==> src/design/vector3_normalize_assert.svh <==
// Assertion macros for the vector normalizer.
// Each macro expects clk and rst_n in scope.
`ifndef VECTOR3_NORMALIZE_ASSERT_SVH
`define VECTOR3_NORMALIZE_ASSERT_SVH

// Implication within the same cycle.
`define VN_ASSERT_NOW(lbl, ante, cons, msg) \
    lbl: assert property (@(posedge clk) disable iff (!rst_n) (ante) |-> (cons)) \
        else $error(msg);

// Implication checked in the following cycle.
`define VN_ASSERT_NEXT(lbl, ante, cons, msg) \
    lbl: assert property (@(posedge clk) disable iff (!rst_n) (ante) |=> (cons)) \
        else $error(msg);

`endif

==> src/design/vn_pkg.sv <==
`default_nettype none

package vn_pkg;

    localparam int IN_WIDTH  = 16;
    localparam int OUT_FRAC  = 14;
    localparam int OUT_WIDTH = OUT_FRAC + 2;
    localparam int SQ_W      = 2 * IN_WIDTH;
    localparam int SUM_W     = 2 * IN_WIDTH + 2;
    localparam int RW        = 2 * IN_WIDTH + 2 * OUT_FRAC + 6;

    typedef struct packed {
        logic signed [IN_WIDTH-1:0] comp_x;
        logic signed [IN_WIDTH-1:0] comp_y;
        logic signed [IN_WIDTH-1:0] comp_z;
    } vn_in_t;

    typedef struct packed {
        logic signed [OUT_WIDTH-1:0] unit_x;
        logic signed [OUT_WIDTH-1:0] unit_y;
        logic signed [OUT_WIDTH-1:0] unit_z;
        logic                        zero_length;
    } vn_out_t;

    typedef struct packed {
        logic [SQ_W-1:0] sq;
        logic            neg;
    } vn_sq_lane_t;

    typedef struct packed {
        vn_sq_lane_t [2:0] lane;
        logic              zero;
    } vn_sq_t;

    typedef struct packed {
        logic signed [RW-1:0] rem;
        logic signed [RW-1:0] prod;
        logic [OUT_FRAC:0]    k;
        logic                 neg;
    } vn_lane_t;

    typedef struct packed {
        vn_lane_t [2:0]   lane;
        logic [SUM_W-1:0] sum;
        logic             zero;
    } vn_work_t;

endpackage

`default_nettype wire

==> src/design/vn_square.sv <==
`default_nettype none

module vn_square
    import vn_pkg::*;
(
    input  wire logic   clk,
    input  wire logic   rst_n,
    input  wire logic   en,
    input  wire logic   in_valid,
    input  wire vn_in_t in_data,
    output logic        valid_reg,
    output vn_sq_t      data_reg
);

    logic signed [IN_WIDTH-1:0] comp [3];
    vn_sq_t                     data_next;

    always_comb
    begin
        logic [IN_WIDTH-1:0] mag;
        comp[0] = in_data.comp_x;
        comp[1] = in_data.comp_y;
        comp[2] = in_data.comp_z;
        mag = '0;
        for (int i = 0; i < 3; i++)
        begin
            // The magnitude of the most negative value still fits unsigned.
            mag = comp[i][IN_WIDTH-1] ? IN_WIDTH'(-comp[i]) : IN_WIDTH'(comp[i]);
            data_next.lane[i].sq  = SQ_W'(mag) * SQ_W'(mag);
            data_next.lane[i].neg = comp[i][IN_WIDTH-1];
        end
        data_next.zero = (in_data.comp_x == '0) && (in_data.comp_y == '0)
                         && (in_data.comp_z == '0);
    end

    always_ff @(posedge clk or negedge rst_n)
    begin
        if (!rst_n)
            valid_reg <= 1'b0;
        else if (en)
            valid_reg <= in_valid;
    end

    always_ff @(posedge clk)
    begin
        if (en && in_valid)
            data_reg <= data_next;
    end

endmodule

`default_nettype wire

==> config.mk <==
export PLATFORM = sky130hd
export DESIGN_NAME = vn_square
export DESIGN_NICKNAME = d
export VERILOG_FILES = /design/src/design/vector3_normalize_assert.svh /design/src/design/vn_pkg.sv /design/src/design/vn_square.sv
export SDC_FILE = /design/constraint.sdc
export NUM_CORES = 1
export LEC_CHECK = 0
export BUFFER_PORTS_ARGS = -buffer_cell sky130_fd_sc_hd__buf_4
export CAP_MARGIN = 40
export CORE_ASPECT_RATIO = 2
export CORE_MARGIN = 2
export CORE_UTILIZATION = 40
export DETAILED_ROUTE_END_ITERATION = 10
export MAX_ROUTING_LAYER = met4
export PLACE_DENSITY = 0.62
export SLEW_MARGIN = 20
export SYNTH_ARGS = -nofsm -noshare
export SYNTH_HDL_FRONTEND = slang
export SYNTH_SLANG_ARGS = --single-unit
==> constraint.sdc <==
create_clock -name clk -period 1.5 [get_ports clk]
set_clock_uncertainty 0.15 [all_clocks]
set_input_delay 0.15 -clock clk [delete_from_list [all_inputs] [get_ports clk]]
set_output_delay 0.15 -clock clk [all_outputs]
set_load 0.01 [all_outputs]
==> results.cfg <==
[global_routing]
antenna_found_initial = 4
first_global_vias = 25928
grt_pass1_wl_mm = 133.2
overflow = 0
grt_max_degree = 46
grt_usage_pct = 27.66

[timing]
finalHoldViolCount = 0
max_freq_mhz = 148.5
period_share_pct = 448.9
tightest_slew_ns = 0.7023
drv_slew = 0
totalNegativeSetupSlack_ns = -371.33
setup_viol = 87
fin_ws_ns = -5.233
slew_headroom_pct = 52.87
rsz0062_at_grt = true
min_period_ns = 6.733

[detailed_routing]
vias = 22408
drt-initial-drc-count = 972
wl_per_cell_um = 19.62
wl_met2_mm = 48.99
ant_nets = 0
viasPerCell = 5.075
dr.pass1.iters = 7
drc = 0
finalWirelength_mm = 86.64
wl_met1_mm = 27.08
top_layer_used = met4
met3_length_mm = 3.353

[floorplan]
rows = 130
core-area_um2 = 62620
die_w_um = 181.6
initial_core_util_pct = 40.28
io_pins = 153
dieArea_um2 = 65200
die_y_um = 359.1

[worst_setup_path]
start_kind = input port
reg2reg_setup_slack_ns = 0.35
cp_slowest_cell = fa_1
crit_required_ns = 1.48
end_kind = register
critPathMaxFanout = 5
cp_slowest_stage_delay_ns = 0.56
criticalPathCategory = input port to register
crit_top_cell = fa_1
crit_arrival_ns = 6.71

[place]
dp_hpwl_mm = 73.50
io_buffer_count = 149
place.gp.congestion = 1.017

[yosys]
ys_async_sr_fraction_pct = 1.020
syn_area_per_cell_um2 = 9.331
netlist_instances = 2703
synth-main-ff-cell = edfxtp_1
yosys.area_share.simple_pct = 10.54
yosysUniqueCellTypes = 73
synth_compound_area_share_pct = 8.195
synthMuxAreaShare_pct = 0.08433
synth-seq-cells = 98
ys.warnings.count = 0
synth_top_family_by_area = adder cells
synthAdderAreaFrac_pct = 53.45
synth_area_um2 = 25220
yosys.area_share.xor_xnor_pct = 4.832
synth_edf_count = 97
yosysSeqAreaShare_pct = 11.65

[flow_run]
drv_cap = 0

[clock_tree]
tritoncts = yes
cts_max_level = 3
numCtsBuffers = 9
insertion_delay_ns = 0.39
cts_root_buf = clkbuf_16
path_clk_slew_ns = 0.09
clk_path_buf_depth = 2
cts.sinks = 98

[cells_and_area]
fin_nets = 4451
final_common_cell = buf_4
drive_above_1_share_pct = 41.17
final_cell_mix = 808 x buf_4, 579 x inv_1, 460 x fa_1
largest_reg_flops = 97
area.growth.synth_to_final_pct = 47.54

[outcome]
status = finished with violations
failed_checks = setup timing

[min_path]
hold_path.class = input port to register
-- kinds of logic after synthesis --
group,after synthesis
compound gates,313
other cells,2
xor+xnor,137
buf+inv,748
flops,98
fa+ha+maj,784
simple gates,619
mux,2
-- synth_stat cells, types with 3 or more instances --
cell type	instances	share of area (%)
inv_1	668	9.9
fa_1	489	39
ha_1	295	15
nand2_1	250	3.7
nor2_1	225	3.3
edfxtp_1	97	12
xnor2_1	82	2.8
a21oi_1	78	1.5
o21ai_0	60	1.2
a21o_1	57	1.7
clkbuf_1	54	0.80
xor2_1	54	1.9
nor3_1	32	0.63
nand3_1	28	0.56
o31ai_1	23	0.68
o21a_1	18	0.54
a211oi_1	14	0.42
nor2b_1	14	0.35
clkinv_1	12	0.18
nand4_1	11	0.27
nand2b_1	10	0.25
o21bai_1	9	0.27
and2_1	8	0.20
inv_2	7	0.10
or2_2	7	0.17
a31oi_1	6	0.15
and3_1	6	0.15
or4_1	6	0.18
a211o_1	5	0.17
o211ai_1	5	0.15
or3_1	5	0.12
buf_4	4	0.12
o21ai_1	4	0.079
a2111oi_0	3	0.10
a221oi_1	3	0.10
o311ai_0	3	0.10
o41a_1	3	0.13
-- cell type report --
type	count	area [µm²]
Clock buffer	9	225.2
Fill cell	5313	25410
Sequential cell	98	2938
Inverter	687	2643
Tap cell	792	991.0
Multi-Input combinational cell	1892	22830
Timing Repair Buffer	927	7532
Clock inverter	6	48.80
Antenna cell	4	10.01
-- critical path, delay by kind of cell --
family / cells / cell delay [ns]
AOI/OAI and AO/OA: 7 / 1.46
xor gates and xnor gates: 1 / 0.24
adders and majority gates: 8 / 3.43
buffers and inverters: 9 / 1.06
and+or+nand+nor: 3 / 0.35
-- timing repair --
action                                 CTS  global route
pin swaps                              180           163
endpoints found under the hold margin    6             1
setup endpoints to repair               88            89
buffers inserted                        53            51
hold buffers                             8             1
gates resized for setup                293           268
-- layer usage --
metal / up-vias / global-route usage, %
met3: 295 / 4.103
met1: 11338 / 24.13
li1: 10171 / -
met4: 0 / 18.38
met5: - / -
met2: 604 / 53.51
-- stage by stage --
step | setup slack [ns] | instances | instance area [µm²] | hold WS, ns | util (%)
3_3_place_gp | -5.850 | 4298 | 33860 | -0.2239 | 54.06
6_report | -5.233 | 4415 | 37210 | 0.03761 | 59.43
4_1_cts | -5.117 | 4369 | 35810 | 0.005969 | 57.19
3_5_place_dp | -5.921 | 4298 | 33860 | -0.2234 | 54.06
5_1_grt | -5.415 | 4415 | 37210 | 0.04643 | 59.43
2_1_floorplan | -5.373 | 2738 | 26950 | -0.2956 | -
-- path summary, 6_finish.rpt --
path	start	endpoint	depth (start not counted)
max	in_data[32]	data_reg[31]$_DFFE_PP_	28
min	en	valid_reg$_DFFE_PN0P_	3
max reg2reg	valid_reg$_DFFE_PN0P_	valid_reg$_DFFE_PN0P_	2
min reg2reg	valid_reg$_DFFE_PN0P_	valid_reg$_DFFE_PN0P_	2
max in group asynchronous	rst_n	valid_reg$_DFFE_PN0P_	3
min in group asynchronous	rst_n	valid_reg$_DFFE_PN0P_	3
Power is not shown: default switching activity piles up to over one toggle a cycle in this logic, so the estimate is an artifact.
