## src/design/vector3_normalize_assert.svh

```systemverilog
// Assertion macros for the vector normalizer.
// Each macro expects clk and rst_n in scope.
`ifndef VECTOR3_NORMALIZE_ASSERT_SVH
`define VECTOR3_NORMALIZE_ASSERT_SVH

// Implication within the same cycle.
`define VN_ASSERT_NOW(lbl, ante, cons, msg) \
    lbl: assert property (@(posedge clk) disable iff (!rst_n) (ante) |-> (cons)) \
        else $error(msg);

// Implication checked in the following cycle.
`define VN_ASSERT_NEXT(lbl, ante, cons, msg) \
    lbl: assert property (@(posedge clk) disable iff (!rst_n) (ante) |=> (cons)) \
        else $error(msg);

`endif

```

## src/design/vn_pkg.sv

```systemverilog
`default_nettype none

package vn_pkg;

    localparam int IN_WIDTH  = 16;
    localparam int OUT_FRAC  = 14;
    localparam int OUT_WIDTH = OUT_FRAC + 2;
    localparam int SQ_W      = 2 * IN_WIDTH;
    localparam int SUM_W     = 2 * IN_WIDTH + 2;
    localparam int RW        = 2 * IN_WIDTH + 2 * OUT_FRAC + 6;

    typedef struct packed {
        logic signed [IN_WIDTH-1:0] comp_x;
        logic signed [IN_WIDTH-1:0] comp_y;
        logic signed [IN_WIDTH-1:0] comp_z;
    } vn_in_t;

    typedef struct packed {
        logic signed [OUT_WIDTH-1:0] unit_x;
        logic signed [OUT_WIDTH-1:0] unit_y;
        logic signed [OUT_WIDTH-1:0] unit_z;
        logic                        zero_length;
    } vn_out_t;

    typedef struct packed {
        logic [SQ_W-1:0] sq;
        logic            neg;
    } vn_sq_lane_t;

    typedef struct packed {
        vn_sq_lane_t [2:0] lane;
        logic              zero;
    } vn_sq_t;

    typedef struct packed {
        logic signed [RW-1:0] rem;
        logic signed [RW-1:0] prod;
        logic [OUT_FRAC:0]    k;
        logic                 neg;
    } vn_lane_t;

    typedef struct packed {
        vn_lane_t [2:0]   lane;
        logic [SUM_W-1:0] sum;
        logic             zero;
    } vn_work_t;

endpackage

`default_nettype wire

```

## src/design/vn_root_step.sv

```systemverilog
`default_nettype none

module vn_root_step
    import vn_pkg::*;
#(
    parameter int BIT = 0
)
(
    input  wire logic     clk,
    input  wire logic     rst_n,
    input  wire logic     en,
    input  wire logic     in_valid,
    input  wire vn_work_t in_data,
    output logic          valid_reg,
    output vn_work_t      data_reg
);

    vn_work_t data_next;

    // Setting bit BIT of k moves q up by 2^(BIT+1), so q^2*S grows by
    // 2^(BIT+2)*q*S + 2^(2*BIT+2)*S. The bit is kept while that growth
    // still fits in the residual.
    always_comb
    begin
        logic signed [RW-1:0] grow;
        logic                 take;
        grow = '0;
        take = 1'b0;
        data_next = in_data;
        for (int i = 0; i < 3; i++)
        begin
            grow = (in_data.lane[i].prod <<< (BIT + 2))
                   + ($signed(RW'(in_data.sum)) <<< (2 * BIT + 2));
            take = !in_data.lane[i].k[OUT_FRAC] && (in_data.lane[i].rem >= grow);
            if (take)
            begin
                data_next.lane[i].rem    = in_data.lane[i].rem - grow;
                data_next.lane[i].prod   = in_data.lane[i].prod
                                           + ($signed(RW'(in_data.sum)) <<< (BIT + 1));
                data_next.lane[i].k[BIT] = 1'b1;
            end
        end
    end

    always_ff @(posedge clk or negedge rst_n)
    begin
        if (!rst_n)
            valid_reg <= 1'b0;
        else if (en)
            valid_reg <= in_valid;
    end

    always_ff @(posedge clk)
    begin
        if (en && in_valid)
            data_reg <= data_next;
    end

endmodule

`default_nettype wire

```

## config.mk

```make
export PLATFORM = sky130hd
export DESIGN_NAME = vn_root_step
export DESIGN_NICKNAME = d
export VERILOG_FILES = /design/src/design/vector3_normalize_assert.svh /design/src/design/vn_pkg.sv /design/src/design/vn_root_step.sv
export SDC_FILE = /design/constraint.sdc
export NUM_CORES = 2
export LEC_CHECK = 0
export ABC_CLOCK_PERIOD_IN_PS = 1290
export BUFFER_PORTS_ARGS = -buffer_cell sky130_fd_sc_hd__buf_2
export CAP_MARGIN = 20
export CORE_ASPECT_RATIO = 1.2
export CORE_UTILIZATION = 30
export CTS_CLUSTER_DIAMETER = 200
export CTS_CLUSTER_SIZE = 30
export DETAILED_ROUTE_END_ITERATION = 10
export PLACE_DENSITY = 0.59
export SLEW_MARGIN = 10
export SYNTH_ARGS = -nofsm -noshare
export SYNTH_HDL_FRONTEND = slang
export SYNTH_SLANG_ARGS = --single-unit
```

## constraint.sdc

```tcl
create_clock -name clk -period 1.29 [get_ports clk]
set_input_delay 0.129 -clock clk [delete_from_list [all_inputs] [get_ports clk]]
set_output_delay 0.129 -clock clk [all_outputs]
set_load 0.02 [all_outputs]
```

==> flow_summary.ini <==
[status]
status = complete, but fails checks
violations = hold timing, setup timing

[worst_setup_path]
path_max_fanout = 8
worstSetupStartpointType = primary input
critPathMaxStageDelay_ns = 0.42
crit_path_frequent_cell = buf_12
cp.arrival_ns = 5.41
crit_slowest_cell = a2111oi_4
cp-end-kind = register
worst-setup-path-type = in2reg
worstPathRequired_ns = 1.70

[layout]
layout_common_cells = buf_4 (2079), buf_2 (950), nand2_1 (543), edfxtp_1 (479), dlygate4sd3_1 (431)
final_cells = 10311
mostFrequentLayoutCell = buf_4
largest_register_ff_count = 479
drive_above_1_share = 0.4325
utilization = 0.5223
n_fill_cell = 13471
nets = 9224
area_growth_pct = 72.89
stdcell_area_um2 = 74700

[logic_synthesis]
synthCells = 4932
syn_avg_cell_area_um2 = 8.761
yosysTopAreaCell = edfxtp_1
yosys_warnings = 0
synth_largest_type_area_fraction = 0.3329
synth_seq_area_share = 0.3335
synthArstFlopShare = 0.002083
synth_edf_count = 479
synthFlopType = edfxtp_1
synthTopCellsByArea = edfxtp_1 (33%), ha_1 (11%), xnor2_1 (5.8%), a21oi_1 (5.7%), xor2_1 (4.9%)
synth_nets = 5820
yosysUniqueCellTypes = 99
synth_area_um2 = 43210
ys_seq_elements = 480

[placed_design]
routabilityCongestion = 1.011
place_ws_ns = -4.992
place_area_um2 = 66660
hpwlAfterDp_mm = 204.8
port_buffers = 962
placed_cells = 9681

[route]
first_pass_iters = 5
route.detailed.drc = 0
vias = 53082
drt.antenna.violating_nets = 0
viasPerCell = 5.148
wire_per_inst_um = 24.18
drt_iter0_markers = 3097
routed_wl_mm = 249.3

[die]
fp.dieArea_um2 = 145600
chipHeight_um = 417.7
start_util = 0.3021
coreArea_um2 = 143000
ios = 963
die_x_um = 348.4
num_rows = 152

[grt]
grt.overflow.total = 0
grt_usage = 0.3292
grt_max_degree = 50
antenna_found_initial = 81
grt_pass1_vias = 54058
grt_pass1_wl_mm = 351.2

[clock_network]
cts_made_buffers = 19
clkTransAtPathRegs_ns = 0.14
cts_tree = yes
cts_sinks = 480
htreeDepth = 1
insertion_delay_ns = 0.66
clk_path_buf_depth = 3
cts_root_buffer = clkbuf_16

[sta]
slew_viol_final = 0
post-route-min-period_ns = 4.998
skew_ns = 0
hold_slack_ns = -0.01317
worst_pin_slew_ns = 0.7423
setup_violations = 870
fin_ws_ns = -3.708
rsz0062_at_grt = true
hold_violations = 1
fmax_mhz = 200.1
finalCritPeriodShare = 3.874
slew_headroom = 0.5016

[pwr]
pwr-share-comb = 0.603
swShare = 0.4053
p_int_mw = 42.20
pwr-share-clk = 0.118
vdd_drop_max_mv = 1.207
p_leak_nw = 34.36
seq_power_share = 0.279
p_sw_mw = 28.76
power_density_nw_per_um2 = 949.8

[hold_path]
hold_path_class = in2reg

[flow_run]
drv_cap = 0
## critical path, delay by kind of cell
kind	cells	cell delay, ns
adders and majority gates	3	0.85
xor gates and xnor gates	2	0.32
and+or+nand+nor	5	0.70
buffers and inverters	8	1.03
AOI/OAI and AO/OA	11	2.35
## cells by family after synthesis
logic type / after synthesis / share of synthesized area
flops: 480 / 0.3335
compound gates: 1558 / 0.2245
buf+inv: 341 / 0.03301
xor+xnor: 529 / 0.1072
fa+ha+maj: 405 / 0.1188
mux: 15 / 0.003794
simple gates: 1604 / 0.1791
## power groups by stage
stage / combinational, mW / clock (mW) / sequential [mW]
after floorplan: 17.1 / 0 / 21.6
after global placement: 38.7 / 0 / 20.2
after detailed placement: 38.9 / 0 / 20.1
after CTS: 41.8 / 8.68 / 19.8
after global routing: 45.6 / 9.05 / 19.9
final: 42.8 / 8.37 / 19.8
## synth_stat cells (132+ instances only)
| cell | instances |
|---|---|
| edfxtp_1 | 479 |
| o21ai_0 | 413 |
| nand2_1 | 558 |
| inv_1 | 132 |
| nand4_1 | 145 |
| xnor2_1 | 288 |
| clkbuf_1 | 138 |
| xor2_1 | 241 |
| nor2_1 | 333 |
| ha_1 | 396 |
| a21o_1 | 218 |
| a21oi_1 | 488 |
| nand3_1 | 137 |
## layout make-up
| class | instances | area [um2] | share of cell area |
|---|---|---|---|
| multi-input cells | 4114 | 29700 | 0.3975 |
| repair buffers | 3589 | 27070 | 0.3623 |
| flip-flops and latches | 480 | 14410 | 0.1929 |
| well taps | 1925 | 2409 | 0.03224 |
| clock buffers | 27 | 505.5 | 0.006767 |
| inverters | 132 | 501.7 | 0.006716 |
| diodes | 43 | 107.6 | 0.001440 |
| clock inverters | 1 | 8.758 | 0.0001172 |
## stage by stage
stage	setup TNS (ns)	total power [mW]
after floorplan	-2623.38	38.62
after global placement	-1843.93	58.86
after detailed placement	-1869.28	59.03
after CTS	-1438.52	70.24
after global routing	-1513.13	74.54
final	-1420.82	70.96
## layer usage
layer | wire length [um] | up-vias | track usage
li1 | - | 25167 | -
met1 | 89330 | 25179 | 0.3458
met2 | 118600 | 2038 | 0.5687
met3 | 17990 | 662 | 0.07154
met4 | 23200 | 36 | 0.2615
met5 | 256 | - | 0
## path summary, 6_finish.rpt
path	start	end	slack, ns	depth (start not counted)
min	in_data[268]	data_reg[268]$_DFFE_PP_	-0.01	3
max reg2reg	valid_reg$_DFFE_PN0P_	valid_reg$_DFFE_PN0P_	0.54	1
min reg2reg	valid_reg$_DFFE_PN0P_	valid_reg$_DFFE_PN0P_	0.52	1
max	in_data[1]	data_reg[407]$_DFFE_PP_	-3.71	29
max in group asynchronous	rst_n	valid_reg$_DFFE_PN0P_	0.88	3
min in group asynchronous	rst_n	valid_reg$_DFFE_PN0P_	0.31	3
## timing repair
item | in CTS | in global routing
hold endpoints to repair | 427 | 2
cloned | 17 | 1
pin swaps | 122 | 101
setup endpoints to repair | 870 | 870
setup buffers | 82 | 31
hold buffers | 430 | 1
gates resized for setup | 246 | 132
Note: power is estimated with default switching activity, not from simulation.
