`src/design/vector3_normalize_assert.svh`:
```
// Assertion macros for the vector normalizer.
// Each macro expects clk and rst_n in scope.
`ifndef VECTOR3_NORMALIZE_ASSERT_SVH
`define VECTOR3_NORMALIZE_ASSERT_SVH

// Implication within the same cycle.
`define VN_ASSERT_NOW(lbl, ante, cons, msg) \
    lbl: assert property (@(posedge clk) disable iff (!rst_n) (ante) |-> (cons)) \
        else $error(msg);

// Implication checked in the following cycle.
`define VN_ASSERT_NEXT(lbl, ante, cons, msg) \
    lbl: assert property (@(posedge clk) disable iff (!rst_n) (ante) |=> (cons)) \
        else $error(msg);

`endif

```
`src/design/vn_pkg.sv`:
```
`default_nettype none

package vn_pkg;

    localparam int IN_WIDTH  = 16;
    localparam int OUT_FRAC  = 14;
    localparam int OUT_WIDTH = OUT_FRAC + 2;
    localparam int SQ_W      = 2 * IN_WIDTH;
    localparam int SUM_W     = 2 * IN_WIDTH + 2;
    localparam int RW        = 2 * IN_WIDTH + 2 * OUT_FRAC + 6;

    typedef struct packed {
        logic signed [IN_WIDTH-1:0] comp_x;
        logic signed [IN_WIDTH-1:0] comp_y;
        logic signed [IN_WIDTH-1:0] comp_z;
    } vn_in_t;

    typedef struct packed {
        logic signed [OUT_WIDTH-1:0] unit_x;
        logic signed [OUT_WIDTH-1:0] unit_y;
        logic signed [OUT_WIDTH-1:0] unit_z;
        logic                        zero_length;
    } vn_out_t;

    typedef struct packed {
        logic [SQ_W-1:0] sq;
        logic            neg;
    } vn_sq_lane_t;

    typedef struct packed {
        vn_sq_lane_t [2:0] lane;
        logic              zero;
    } vn_sq_t;

    typedef struct packed {
        logic signed [RW-1:0] rem;
        logic signed [RW-1:0] prod;
        logic [OUT_FRAC:0]    k;
        logic                 neg;
    } vn_lane_t;

    typedef struct packed {
        vn_lane_t [2:0]   lane;
        logic [SUM_W-1:0] sum;
        logic             zero;
    } vn_work_t;

endpackage

`default_nettype wire

```
`src/design/vn_setup.sv`:
```
`default_nettype none

module vn_setup
    import vn_pkg::*;
(
    input  wire logic   clk,
    input  wire logic   rst_n,
    input  wire logic   en,
    input  wire logic   in_valid,
    input  wire vn_sq_t in_data,
    output logic        valid_reg,
    output vn_work_t    data_reg
);

    vn_work_t         data_next;
    logic [SUM_W-1:0] sum;

    // The search starts from k = 0, where q = 2k - 1 = -1: the residual is
    // T - S with T = 4 c^2 2^(2F), and the running product q*S is -S.
    always_comb
    begin
        sum = SUM_W'(in_data.lane[0].sq) + SUM_W'(in_data.lane[1].sq)
              + SUM_W'(in_data.lane[2].sq);
        for (int i = 0; i < 3; i++)
        begin
            data_next.lane[i].rem  = ($signed(RW'(in_data.lane[i].sq)) <<< (2 * OUT_FRAC + 2))
                                     - $signed(RW'(sum));
            data_next.lane[i].prod = -$signed(RW'(sum));
            data_next.lane[i].k    = '0;
            data_next.lane[i].neg  = in_data.lane[i].neg;
        end
        data_next.sum  = sum;
        data_next.zero = in_data.zero;
    end

    always_ff @(posedge clk or negedge rst_n)
    begin
        if (!rst_n)
            valid_reg <= 1'b0;
        else if (en)
            valid_reg <= in_valid;
    end

    always_ff @(posedge clk)
    begin
        if (en && in_valid)
            data_reg <= data_next;
    end

endmodule

`default_nettype wire

```
`config.mk`:
```
export PLATFORM = sky130hd
export DESIGN_NAME = vn_setup
export DESIGN_NICKNAME = d
export VERILOG_FILES = /design/src/design/vector3_normalize_assert.svh /design/src/design/vn_pkg.sv /design/src/design/vn_setup.sv
export SDC_FILE = /design/constraint.sdc
export NUM_CORES = 1
export LEC_CHECK = 0
export ABC_CLOCK_PERIOD_IN_PS = 1700
export BUFFER_PORTS_ARGS = -buffer_cell sky130_fd_sc_hd__buf_2
export CAP_MARGIN = 10
export CORE_AREA = 2 2 227 229
export CTS_CLUSTER_SIZE = 16
export DETAILED_ROUTE_END_ITERATION = 10
export DIE_AREA = 0 0 229 231
export PLACE_DENSITY = 0.58
export SLEW_MARGIN = 20
export SYNTH_ARGS = -nofsm -noshare
export SYNTH_HDL_FRONTEND = slang
export SYNTH_SLANG_ARGS = --single-unit
```
`constraint.sdc`:
```
create_clock -name clk -period 1.7 [get_ports clk]
set_input_delay 0.17 -clock clk [delete_from_list [all_inputs] [get_ports clk]]
set_output_delay 0.17 -clock clk [all_outputs]
set_load 0.1 [all_outputs]
```
==> results of run 1 <==
through the flow:
step | worst slack, ns | utilization | hold slack [ns]
finish | -2.35 | 0.467 | 0.0384
global route | -2.46 | 0.467 | 0.000907
detailed placement | -3.44 | 0.396 | -0.0520
CTS | -2.30 | 0.433 | 0.00755
floorplan | -2.72 | - | -0.126
global placement | -3.43 | 0.396 | -0.0556
what timing repair did:
item                       in CTS  in global routing
hold endpoints to repair       11                  0
setup endpoints to repair     305                352
gates resized for setup       119                249
hold buffers                   13                  0
pin swaps                      60                118
cloned                          1                  3
buffers inserted               23                 62
worst min-delay path by stage:
stage | end | slack, ns | start
6_report | data_reg[305] | 0.04 | in_data[45]
5_1_grt | data_reg[305] | 0.0009 | in_data[45]
4_1_cts | data_reg[466] | 0.008 | in_data[91]
3_5_place_dp | valid_reg | -0.05 | rst_n
3_3_place_gp | valid_reg | -0.06 | rst_n
2_1_floorplan | valid_reg | -0.13 | rst_n
power by group through the flow:
stage / clock (mW) / sequential (mW) / combinational, mW
2_1_floorplan: 0 / 10.7 / 11.4
3_3_place_gp: 0 / 7.00 / 19.8
3_5_place_dp: 0 / 7.01 / 19.9
4_1_cts: 5.69 / 6.92 / 20.7
5_1_grt: 5.87 / 6.96 / 23.0
6_report: 5.56 / 6.88 / 22.2
per-layer routing:
layer  share of wire  vias to the layer above  wire (microns)  global-route usage
met2            0.54                      453           31500               0.397
li1                -                     6067               -                   -
met5         0.00046                        -              27                   0
met3           0.052                       75            3030              0.0322
met4           0.022                        4            1300              0.0428
met1            0.39                     6331           22700               0.242
final cells by class:
class	instances	area, sq um
Timing Repair Buffer	1045	7300
Tap cell	680	851
Sequential cell	203	6090
Multi-Input combinational cell	830	8460
Inverter	30	123
Clock buffer	27	612
Clock inverter	15	210
Fill cell	4769	27000
logic make-up (layout without fill, tap and decap cells):
logic type	after synthesis	count (layout)
xor+xnor	142	142
simple gates	397	397
buf+inv	348	1117
fa+ha+maj	74	74
other cells	1	45
mux	2	2
compound gates	170	170
flops	203	203
worst register-to-register path: cells and delay by family, from the launching register on:
kind     cells  cell delay, ns
mux          1            0.25
buf+inv      1            0.55
flops        1            0.37
placed cells by master (no fill, tap or decap), drive strengths merged, types with 6 or more instances in the layout:
cell / count
nor4: 27
clkbuf: 30
clkinv: 9
fa: 33
and3: 8
o211ai: 13
nand2b: 15
a21o: 7
conb: 45
nand3b: 6
o211a: 6
o21ai: 35
ha: 38
nor2: 76
nor2b: 13
and2: 17
or4: 9
a211oi: 11
inv: 30
nor3: 36
xnor2: 87
dlygate4sd3: 13
nand2: 71
nand4: 32
a31oi: 8
nand3: 39
xor2: 52
nor3b: 7
edfxtp: 202
or3: 21
a21oi: 43
buf: 1029
nand4b: 6
==> results_dict.tcl, run 1 <==
set metrics [dict create \
    antenna_found_initial 2 \
    synth_top_cell_area_share 0.423 \
    initial_core_util 0.283 \
    swShare 0.535 \
    insertion_delay_ns 0.56 \
    period_share 2.39 \
    final_area_sq_mm 0.0236 \
    gp_congestion 0.889 \
    crit_chain "buf_6 -> fa_1 -> ha_2 -> inv_2 -> fa_2 -> nand2b_4 -> a211oi_4 -> buf_6 -> o21a_4 -> buf_6 -> or3_4 -> a222oi_1 -> nand3b_1 -> buf_4 -> nor4_4 -> buf_12 -> a41oi_4 -> nand2_8 -> clkbuf_16 -> nor3_4 -> xor2_1" \
    grt_pass1_vias 12600 \
    hold-path-cell-count 2 \
    drcViolationCount 0 \
    place_hpwl_microns 47000 \
    crit_slowest_cell "fa_1" \
    crit_buf_inv 7 \
    outcome "finished with violations" \
    die_h_microns 231 \
    final-instance-count-excl-fill 2830 \
    synth_edf_count 202 \
    crit_required_ns 2.00 \
    drtPass1Iterations 7 \
    track_usage 0.207 \
    drv_slew 0 \
    synthDistinctLibCells 80 \
    synthArstFlopShare 0.00493 \
    synth_fa_ha_area_frac 0.0816 \
    maxSlewHeadroom 0.624 \
    dieArea_sq_mm 0.0529 \
    synth_compound_area_frac 0.0852 \
    p_clk_frac 0.161 \
    setup_tns_ns -356.57 \
    finalPower_mw 34.6 \
    r2r-end "valid_reg" \
    yosys.area.top_type "edfxtp_1" \
    ant_nets 0 \
    peakVddDrop_mv 1.35 \
    r2r_cells 2 \
    grt_max_degree 57 \
    num_rows 83 \
    crit_path_end_kind "register" \
    avgSynthCellArea_sq_um 10.7 \
    grt-ovfl-total 0 \
    slowest_delay_ns 0.47 \
    synth-seq-area-share 0.425 \
    cp.arrival_ns 4.36 \
    hold_violations 0 \
    crit_fanout 4 \
    power.density_mw_per_mm2 1460 \
    ios 584 \
    critical-path-top-delay-family "simple AND/OR/NAND/NOR gates" \
    syn_area_sq_mm 0.0143 \
    numCtsBuffers 24 \
    largest_register_ffs 202 \
    wl_per_cell_microns 20.7 \
    path_common_cell "buf_6" \
    finalWirelength_microns 58600 \
    seqPwrFrac 0.199 \
    cts_tree "yes" \
    netlist_top_cells_count "buf_4 (279), edfxtp_1 (202), xnor2_1 (87), nor2_1 (75), nand2_1 (71)" \
    io_buffers 538 \
    vias 12900 \
    clk_root_buffer_cell "clkbuf_16" \
    start_kind "input port" \
    skew_ns 0 \
    finalNetCount 2309 \
    drt_iter0_markers 621 \
    r2r_setup_slack_ns 0.40 \
    diodes 0 \
    placed_cell_area_sq_mm 0.0201 \
    rr_startpoint "valid_reg" \
    viasPerCell 4.57 \
    cts_sinks 203 \
    yosys.area_share.simple 0.149 \
    power_switching_mw 18.5 \
    grt_first_pass_wirelength_microns 81400 \
    path_clk_slew_ns 0.06 \
    tightest_slew_ns 0.569 \
    synthCells 1337 \
    rsz0062_at_grt "true" \
    core_area_sq_mm 0.0507 \
    ys_seq_elements 203 \
    synthTopCellsByArea "edfxtp_1 (42%), buf_4 (15%), xnor2_1 (5.3%), fa_1 (4.6%), ha_1 (3.3%)" \
    die_w_microns 229 \
    endpoint "data_reg[317]" \
    synth-xor-area-share 0.0897 \
    violations "setup timing" \
    max_freq_ghz 0.247 \
    max_cap_violations 0 \
    leakage_nw 10.2 \
    cts_max_level 1 \
    fin_ws_ns -2.35 \
    ys.flop_type "edfxtp_1" \
    comb_power_share 0.641 \
    synth_most_common_cell "buf_4" \
    area_growth_pct 65.1 \
    max-clock-path-buffers 3 \
    setup_viol 285 \
    final_layout_size_suffix_gt1_frac 0.658 \
    internal_power_mw 16.1 \
    synth_warnings 0 \
    crit_start "in_data[3]" \
    period_needed_ns 4.05 \
    dp.cells 2705 \
    synth_top_family_by_area "buffers and inverters" \
    crit_cells 21 \
    hold_class "in2reg" \
    worstSetupPathType "in2reg" \
    muxShareOfSynthArea 0.00157 \
]
No activity file was read; power rests on OpenSTA's default activity.
==> run 2: changes to the inputs <==
--- a/config.mk
+++ b/config.mk
@@ -8,11 +8,11 @@
 export ABC_CLOCK_PERIOD_IN_PS = 1700
 export BUFFER_PORTS_ARGS = -buffer_cell sky130_fd_sc_hd__buf_2
 export CAP_MARGIN = 10
-export CORE_AREA = 2 2 227 229
+export CORE_AREA = 2 2 229 231
 export CTS_CLUSTER_SIZE = 16
 export DETAILED_ROUTE_END_ITERATION = 10
-export DIE_AREA = 0 0 229 231
-export PLACE_DENSITY = 0.58
+export DIE_AREA = 0 0 231 233
+export PLACE_DENSITY = 0.57
 export SLEW_MARGIN = 20
 export SYNTH_ARGS = -nofsm -noshare
 export SYNTH_HDL_FRONTEND = slang
==> results_dict.tcl, run 2 (synthesized netlist as in run 1, its figures left out) <==
set metrics [dict create \
    outcome "finished with violations" \
    violations "setup timing" \
    nFillCells 4669 \
    final_layout_size_suffix_gt1_frac 0.662 \
    die_w_microns 231 \
    drcViolationCount 0 \
    crit_slowest_cell "fa_1" \
    largest_register_ffs 202 \
    max-clock-path-buffers 3 \
    start_kind "input port" \
    drv_slew 0 \
    crit_path_end_kind "register" \
    dp.cells 2692 \
    grt_pass1_vias 13100 \
    critical-path-top-delay-family "adder cells" \
    viasPerCell 4.59 \
    gp_congestion 0.934 \
    hold_class "in2reg" \
    cp.arrival_ns 4.52 \
    insertion_delay_ns 0.55 \
    die_h_microns 233 \
    hold-path-cell-count 3 \
    r2r_cells 2 \
    cts_sinks 203 \
    crit_cells 22 \
    core_area_sq_mm 0.0511 \
    max_cap_violations 0 \
    ios 584 \
    tightest_slew_ns 0.586 \
    vias 13100 \
    initial_core_util 0.280 \
    min_from "in_data[91]" \
    track_usage 0.210 \
    setup_viol 254 \
    cts_tree "yes" \
    drt_iter0_markers 587 \
    rsz0062_at_grt "true" \
    period_needed_ns 4.24 \
    r2r-end "valid_reg" \
    wl_per_cell_microns 20.9 \
    grt_max_degree 70 \
    slowest_delay_ns 0.53 \
    path_common_cell "buf_6" \
    dieArea_sq_mm 0.0538 \
    place_hpwl_microns 47500 \
    path_clk_slew_ns 0.06 \
    fin_ws_ns -2.54 \
    r2r_setup_slack_ns 0.40 \
    power.density_mw_per_mm2 1450 \
    final-instance-count-excl-fill 2856 \
    num_rows 83 \
    max_freq_ghz 0.236 \
    grt-ovfl-total 0 \
    dp_worst_setup_slack_ns -3.47 \
    grt_first_pass_wirelength_microns 83500 \
    peakVddDrop_mv 1.38 \
    clk_root_buffer_cell "clkbuf_16" \
    crit_required_ns 1.98 \
    crit_fanout 4 \
    worstSetupPathType "in2reg" \
    period_share 2.49 \
    skew_ns 0 \
    cts_max_level 1 \
    finalWirelength_microns 59800 \
    crit_chain "buf_8 -> fa_1 -> ha_2 -> inv_2 -> fa_2 -> nand2b_4 -> a211oi_4 -> buf_6 -> o21a_4 -> buf_6 -> o21ai_4 -> a222oi_1 -> buf_4 -> nand3b_1 -> buf_6 -> buf_6 -> nor4_4 -> buf_4 -> a31oi_4 -> nor4_4 -> nor4_2 -> xor2_1" \
    drtPass1Iterations 5 \
    finalNetCount 2333 \
    final_cell_mix "buf_2 (524), buf_4 (390), edfxtp_1 (202)" \
    hold_slack_ns 0.0244 \
    io_buffers 538 \
    area_growth_pct 66.7 \
    numCtsBuffers 25 \
    maxSlewHeadroom 0.606 \
    final_common_cell "buf_2" \
    diodes 0 \
    ant_nets 0 \
    leakage_nw 10.5 \
    hold_violations 0 \
    min_to "data_reg[466]" \
    antenna_found_initial 1 \
    crit_buf_inv 8 \
    rr_startpoint "valid_reg" \
]
## run 2: cell types whose count changed in the layout (fill, tap and decap cells not counted), moves of 6 or more
| cell | delta |
|---|---|
| ha_4 | -7 |
| buf_12 | -6 |
| nand2_2 | -9 |
| buf_6 | +28 |
| xnor2_2 | +10 |
| xnor2_1 | -8 |
| nand2_4 | +7 |
| ha_1 | +6 |
## run 2: worst max path at each step
stage	from	end	slack, ns
2_1_floorplan	in_data[3]	data_reg[466]	-2.72
3_3_place_gp	in_data[3]	data_reg[464]	-3.43
3_5_place_dp	in_data[14]	data_reg[464]	-3.47
4_1_cts	in_data[69]	data_reg[152]	-2.48
5_1_grt	in_data[69]	data_reg[168]	-2.69
6_report	in_data[69]	data_reg[152]	-2.54
## run 2: final cells by class
type / instances / area, sq um / share of cell area
Tap cell: 680 / 851 / 0.0356
Multi-Input combinational cell: 831 / 8500 / 0.356
Clock inverter: 13 / 150 / 0.00629
Clock buffer: 32 / 652 / 0.0273
Inverter: 30 / 126 / 0.00529
Sequential cell: 203 / 6090 / 0.255
Timing Repair Buffer: 1067 / 7510 / 0.314
## run 2: worst min-delay path: stages
cell,delay (ns)
buf_2,0.10
buf_4,0.11
xnor2_1,0.10
## run 2: repair_timing
item                       CTS  global route
hold buffers                13             0
setup endpoints to repair  278           304
setup buffers               82            48
gates resized for setup    274           153
gates cloned                 2             3
hold endpoints to repair    11             0
pin swaps                  141           147
## run 2: stage by stage
step	total power, mW	cell area (sq um)	TNS [ns]	util
floorplan	22.1	15400	-457.38	-
global placement	26.8	19900	-519.61	0.389
detailed placement	26.9	19900	-523.27	0.389
CTS	34.1	22900	-380.43	0.447
global route	35.9	23900	-415.44	0.467
finish	34.7	23900	-387.68	0.467
## run 2: per-layer routing
layer,up-vias,global-route usage,wire [microns]
li1,6121,-,-
met1,6441,0.237,22500
met2,483,0.408,32700
met3,66,0.0338,3450
met4,2,0.0480,1150
met5,-,0,16
## run 2: report_power, final
group          total [mW]  internal [mW]  switching (mW)  leakage [nW]
Clock                5.30           3.16            2.14         0.388
Sequential           6.82           6.40           0.428          1.96
Combinational        22.6           6.52            16.0          8.16
Total                34.7           16.1            18.6          10.5
